## config.mk

```make
export PLATFORM = sky130hd
export DESIGN_NAME = stbs_ctrl
export DESIGN_NICKNAME = d
export VERILOG_FILES = /design/src/rtl/core/stbs_pkg.sv /design/src/rtl/core/stbs_ctrl.sv
export SDC_FILE = /design/constraint.sdc
export NUM_CORES = 1
export LEC_CHECK = 0
export ABC_AREA = 1
export BUFFER_PORTS_ARGS = -buffer_cell sky130_fd_sc_hd__buf_2
export CAP_MARGIN = 20
export CORE_AREA = 4 4 41 43
export DETAILED_ROUTE_END_ITERATION = 6
export DIE_AREA = 0 0 45 47
export GPL_ROUTABILITY_DRIVEN = 1
export SKIP_CTS_REPAIR_TIMING = 1
export SLEW_MARGIN = 0
export SYNTH_ARGS = -nofsm -noshare
export SYNTH_HDL_FRONTEND = slang
export SYNTH_SLANG_ARGS = --single-unit
```

## constraint.sdc

```tcl
create_clock -name clk -period 1.7 [get_ports clk]
set_input_delay 0.34 -clock clk [delete_from_list [all_inputs] [get_ports clk]]
set_output_delay 0.34 -clock clk [all_outputs]
set_load 0.03 [all_outputs]
```

## src/rtl/core/stbs_pkg.sv

```systemverilog
// shared types and constants for the sorted table binary search unit
// no dependencies; imported by stbs_ctrl, stbs_dp and the top level
package stbs_pkg;

  // field widths of the transaction ports
  localparam int IDX_W  = 10;
  localparam int DATA_W = 32;
  localparam int CNT_W  = 11;

  // default table size
  localparam int TABLE_DEPTH_DEF = 1024;

  // operation codes carried on in_func
  typedef enum logic {
    FUNC_LOAD   = 1'b0,
    FUNC_SEARCH = 1'b1
  } stbs_func_t;

  // controller to datapath commands
  typedef struct packed {
    logic load_wr;
    logic search_start;
    logic probe;
    logic out_load;
  } stbs_cmd_t;

  // datapath to controller status
  typedef struct packed {
    logic empty;
    logic hit;
    logic more;
  } stbs_sts_t;

endpackage

```

## src/rtl/core/stbs_ctrl.sv

```systemverilog
// control state machine of the binary search unit
// depends on stbs_pkg for the command and status structs
module stbs_ctrl
  import stbs_pkg::*;
(
  input  logic      clk,
  input  logic      rst_n,
  input  logic      in_valid,
  output logic      in_ready,
  input  logic      in_func,
  output logic      out_valid,
  input  logic      out_ready,
  output stbs_cmd_t cmd,
  input  stbs_sts_t sts
);

  typedef enum logic [2:0] {
    ST_IDLE   = 3'b001,
    ST_PROBE  = 3'b010,
    ST_RESULT = 3'b100
  } stbs_state_t;

  stbs_state_t state_r, state_nxt;
  logic        out_valid_r, out_valid_nxt;
  logic        accept;

  // input handshake
  assign in_ready = (state_r == ST_IDLE);
  assign accept   = in_valid && in_ready;

  // next state and commands
  always_comb begin
    state_nxt        = state_r;
    cmd.load_wr      = accept && (in_func == FUNC_LOAD);
    cmd.search_start = accept && (in_func == FUNC_SEARCH);
    cmd.probe        = 1'b0;
    cmd.out_load     = 1'b0;
    unique case (state_r)
      ST_IDLE: begin
        if (cmd.search_start) begin
          state_nxt = sts.empty ? ST_RESULT : ST_PROBE;
        end
      end
      ST_PROBE: begin
        cmd.probe = 1'b1;
        if (sts.hit || !sts.more) begin
          state_nxt = ST_RESULT;
        end
      end
      ST_RESULT: begin
        cmd.out_load = !out_valid_r || out_ready;
        if (cmd.out_load) begin
          state_nxt = ST_IDLE;
        end
      end
      default: state_nxt = ST_IDLE;
    endcase
  end

  // output valid flag
  always_comb begin
    if (cmd.out_load) begin
      out_valid_nxt = 1'b1;
    end else if (out_ready) begin
      out_valid_nxt = 1'b0;
    end else begin
      out_valid_nxt = out_valid_r;
    end
  end

  always_ff @(posedge clk) begin
    if (!rst_n) begin
      state_r     <= ST_IDLE;
      out_valid_r <= 1'b0;
    end else begin
      state_r     <= state_nxt;
      out_valid_r <= out_valid_nxt;
    end
  end

  assign out_valid = out_valid_r;

endmodule

```

==> results.sh <==
export IMPL_synth_top_area_share_pct=28.07
export IMPL_synthAdderAreaFrac_pct=0
export IMPL_pre_cts_ws_ns=0.4702
export IMPL_maxSlewHeadroom_pct=89.07
export IMPL_coreArea_um2=1301
export IMPL_finalSetupViolations=0
export IMPL_drtPass1Iterations=4
export IMPL_cts_root_buf="clkbuf_4"
export IMPL_clock_fmax_mhz=686.6
export IMPL_yosys_top_cells_count="inv_1 (8), nand2_1 (6)"
export IMPL_gp_congestion=0.6849
export IMPL_diodes=0
export IMPL_leakagePower_nw=0.2086
export IMPL_grt_pass1_vias=271
export IMPL_initial_core_util_pct=21.92
export IMPL_synth_area_um2=285.3
export IMPL_routed_via_density=4.055
export IMPL_ys_ff_latch=4
export IMPL_holdCritStartpoint="rst_n"
export IMPL_p_total_w=0.0006196
export IMPL_num_io_pins=14
export IMPL_synth_distinct_cells=15
export IMPL_synth_area_leaders="dfxtp_1 (28%), inv_1 (11%), nor2_2 (8.8%), nand2_1 (7.9%), nand3_1 (7.0%)"
export IMPL_layout_drive_gt1_share_pct=44.83
export IMPL_synth_top_family_by_area="simple AND/OR/NAND/NOR gates"
export IMPL_syn_area_per_cell_um2=6.634
export IMPL_gr_total_overflow=0
export IMPL_synth_simple_area_share_pct=43.86
export IMPL_critical_path_arrival_ns=1.12
export IMPL_synth_edf_count=0
export IMPL_period_share_pct=85.67
export IMPL_place_inst=70
export IMPL_grt_pass1_wl_um=993
export IMPL_syn_inst=43
export IMPL_drtIter0Drc=2
export IMPL_tightest_slew_ns=0.1638
export IMPL_synthArstFlopShare_pct=0
export IMPL_cp_start_kind="flip-flop"
export IMPL_ant_nets=0
export IMPL_cap_violations=0
export IMPL_startpoint="state_r[1]"
export IMPL_ys_seq_area_share_pct=28.07
export IMPL_r2r_slack_ns=0.62
export IMPL_die_w_um=45
export IMPL_min_period_ns=1.456
export IMPL_htreeDepth=1
export IMPL_synth_warning_count=0
export IMPL_synthMuxAreaShare_pct=0
export IMPL_die_area_um2=2115
export IMPL_grt_max_degree=6
export IMPL_syn_num_nets=51
export IMPL_skew_ns=0.002782
export IMPL_vias=296
export IMPL_cts_tree="done"
export IMPL_syn_to_final_growth_pct=34.65
export IMPL_row_count=13
export IMPL_rsz0062_at_grt="false"
export IMPL_fin_cells=73
export IMPL_outcome="complete, no violations"
export IMPL_vdd_drop_max_uv=842.1
export IMPL_hold_viol=0
export IMPL_drt_total_wl_um=582
export IMPL_whs_ns=0.3241
export IMPL_worstHoldPathType="in -> reg"
export IMPL_dp_hpwl_um=498.4
export IMPL_yosys_area_top_type="dfxtp_1"
export IMPL_maxSlewViolCount=0
export IMPL_worst_slack_ns=0.2436
export IMPL_synth_xor_area_share_pct=0
export IMPL_route_detailed_drc=0
export IMPL_track_usage_pct=7.103
export IMPL_critical_path_class="reg -> out"
export IMPL_chipHeight_um=47
export IMPL_clockBufferDepth=2
export IMPL_required_ns=1.36
export IMPL_ys_flop_type="dfxtp_1"
export IMPL_cts_buffers=3
export IMPL_io_buffers=13
export IMPL_antenna_found_initial=0
export IMPL_wl_per_cell_um=7.973
export IMPL_post_synth_top_count_cell="inv_1"
export IMPL_clk_pin_slew_worst_paths_ns=0.03
export IMPL_setup_tns_ns=0
export IMPL_clk_latency_ns=0.23
export IMPL_rr_startpoint="state_r[0]"
export IMPL_fin_nets=68
export IMPL_powerDensity_nw_per_um2=1613
export IMPL_synth_compound_area_share_pct=12.28
export IMPL_cts_sinks=4
export IMPL_cp_end_kind="primary output"
export IMPL_cp_max_fo=5
-- layer usage --
layer / GRT usage, % / vias up / routed length (µm) / share of wire, %
li1: - / 163 / - / -
met1: 7.937 / 116 / 256 / 44
met2: 9.605 / 17 / 221 / 38
met3: 8.046 / 0 / 104 / 18
met4: 0 / 0 / 0 / 0
met5: 0 / - / 0 / 0
-- final timing paths --
kind / end / cells after the start
max reg2reg: state_r[1] / 7
min reg2reg: out_valid / 2
max: cmd[2] / 4
min: state_r[0] / 2
-- worst max-delay path, stage by stage, from the launching register on --
cell and delay, ns:
dfxtp_1 0.34, inv_2 0.07, nand3_2 0.11, nor3_1 0.14
buf_2 0.22
-- kinds of logic (layout without fill, tap and decap cells) --
| family | count (synthesis) | after routing |
|---|---|---|
| buffers and inverters | 11 | 26 |
| AND/OR/NAND/NOR | 24 | 24 |
| flip-flops | 4 | 4 |
| AO/OA/AOI/OAI | 4 | 4 |
-- state kept, by name, indices dropped and copies added (netlist names) --
name,flops
state_r,3
out_valid,1
-- per-stage QoR --
step	utilization [%]	instance area [µm²]
2_1_floorplan	-	285.3
3_3_place_gp	27.79	361.6
3_5_place_dp	27.79	361.6
4_1_cts	29.52	384.1
5_1_grt	29.52	384.1
6_report	29.52	384.1
-- power breakdown --
group	leakage, nW	internal [W]	switching (W)
registers	0.0328	0.000124	0.0000315
logic	0.162	0.000122	0.000225
clock network	0.0138	0.0000789	0.0000381
-- area by class of cell --
class	count	area (µm²)
Sequential cell	4	80.08
Tap cell	15	18.77
Multi-Input combinational cell	28	160.2
Fill cell	158	917.1
Timing Repair Buffer	13	65.06
Clock buffer	3	22.52
Inverter	10	37.54
-- cells in the final DEF (no fill, tap or decap) --
cell / netlist / routed
a21oi_1: 2 / 2
a21oi_2: 1 / 1
buf_2: 0 / 13
clkbuf_4: 0 / 3
dfxtp_1: 4 / 4
inv_1: 8 / 8
inv_2: 2 / 2
nand2_1: 6 / 6
nand3_1: 4 / 4
nand3_2: 2 / 2
nand4_1: 1 / 1
nor2_1: 4 / 4
nor2_2: 4 / 4
nor3_1: 2 / 2
o21ai_4: 1 / 1
or2_0: 1 / 1
(Power assumes the default switching activity.)
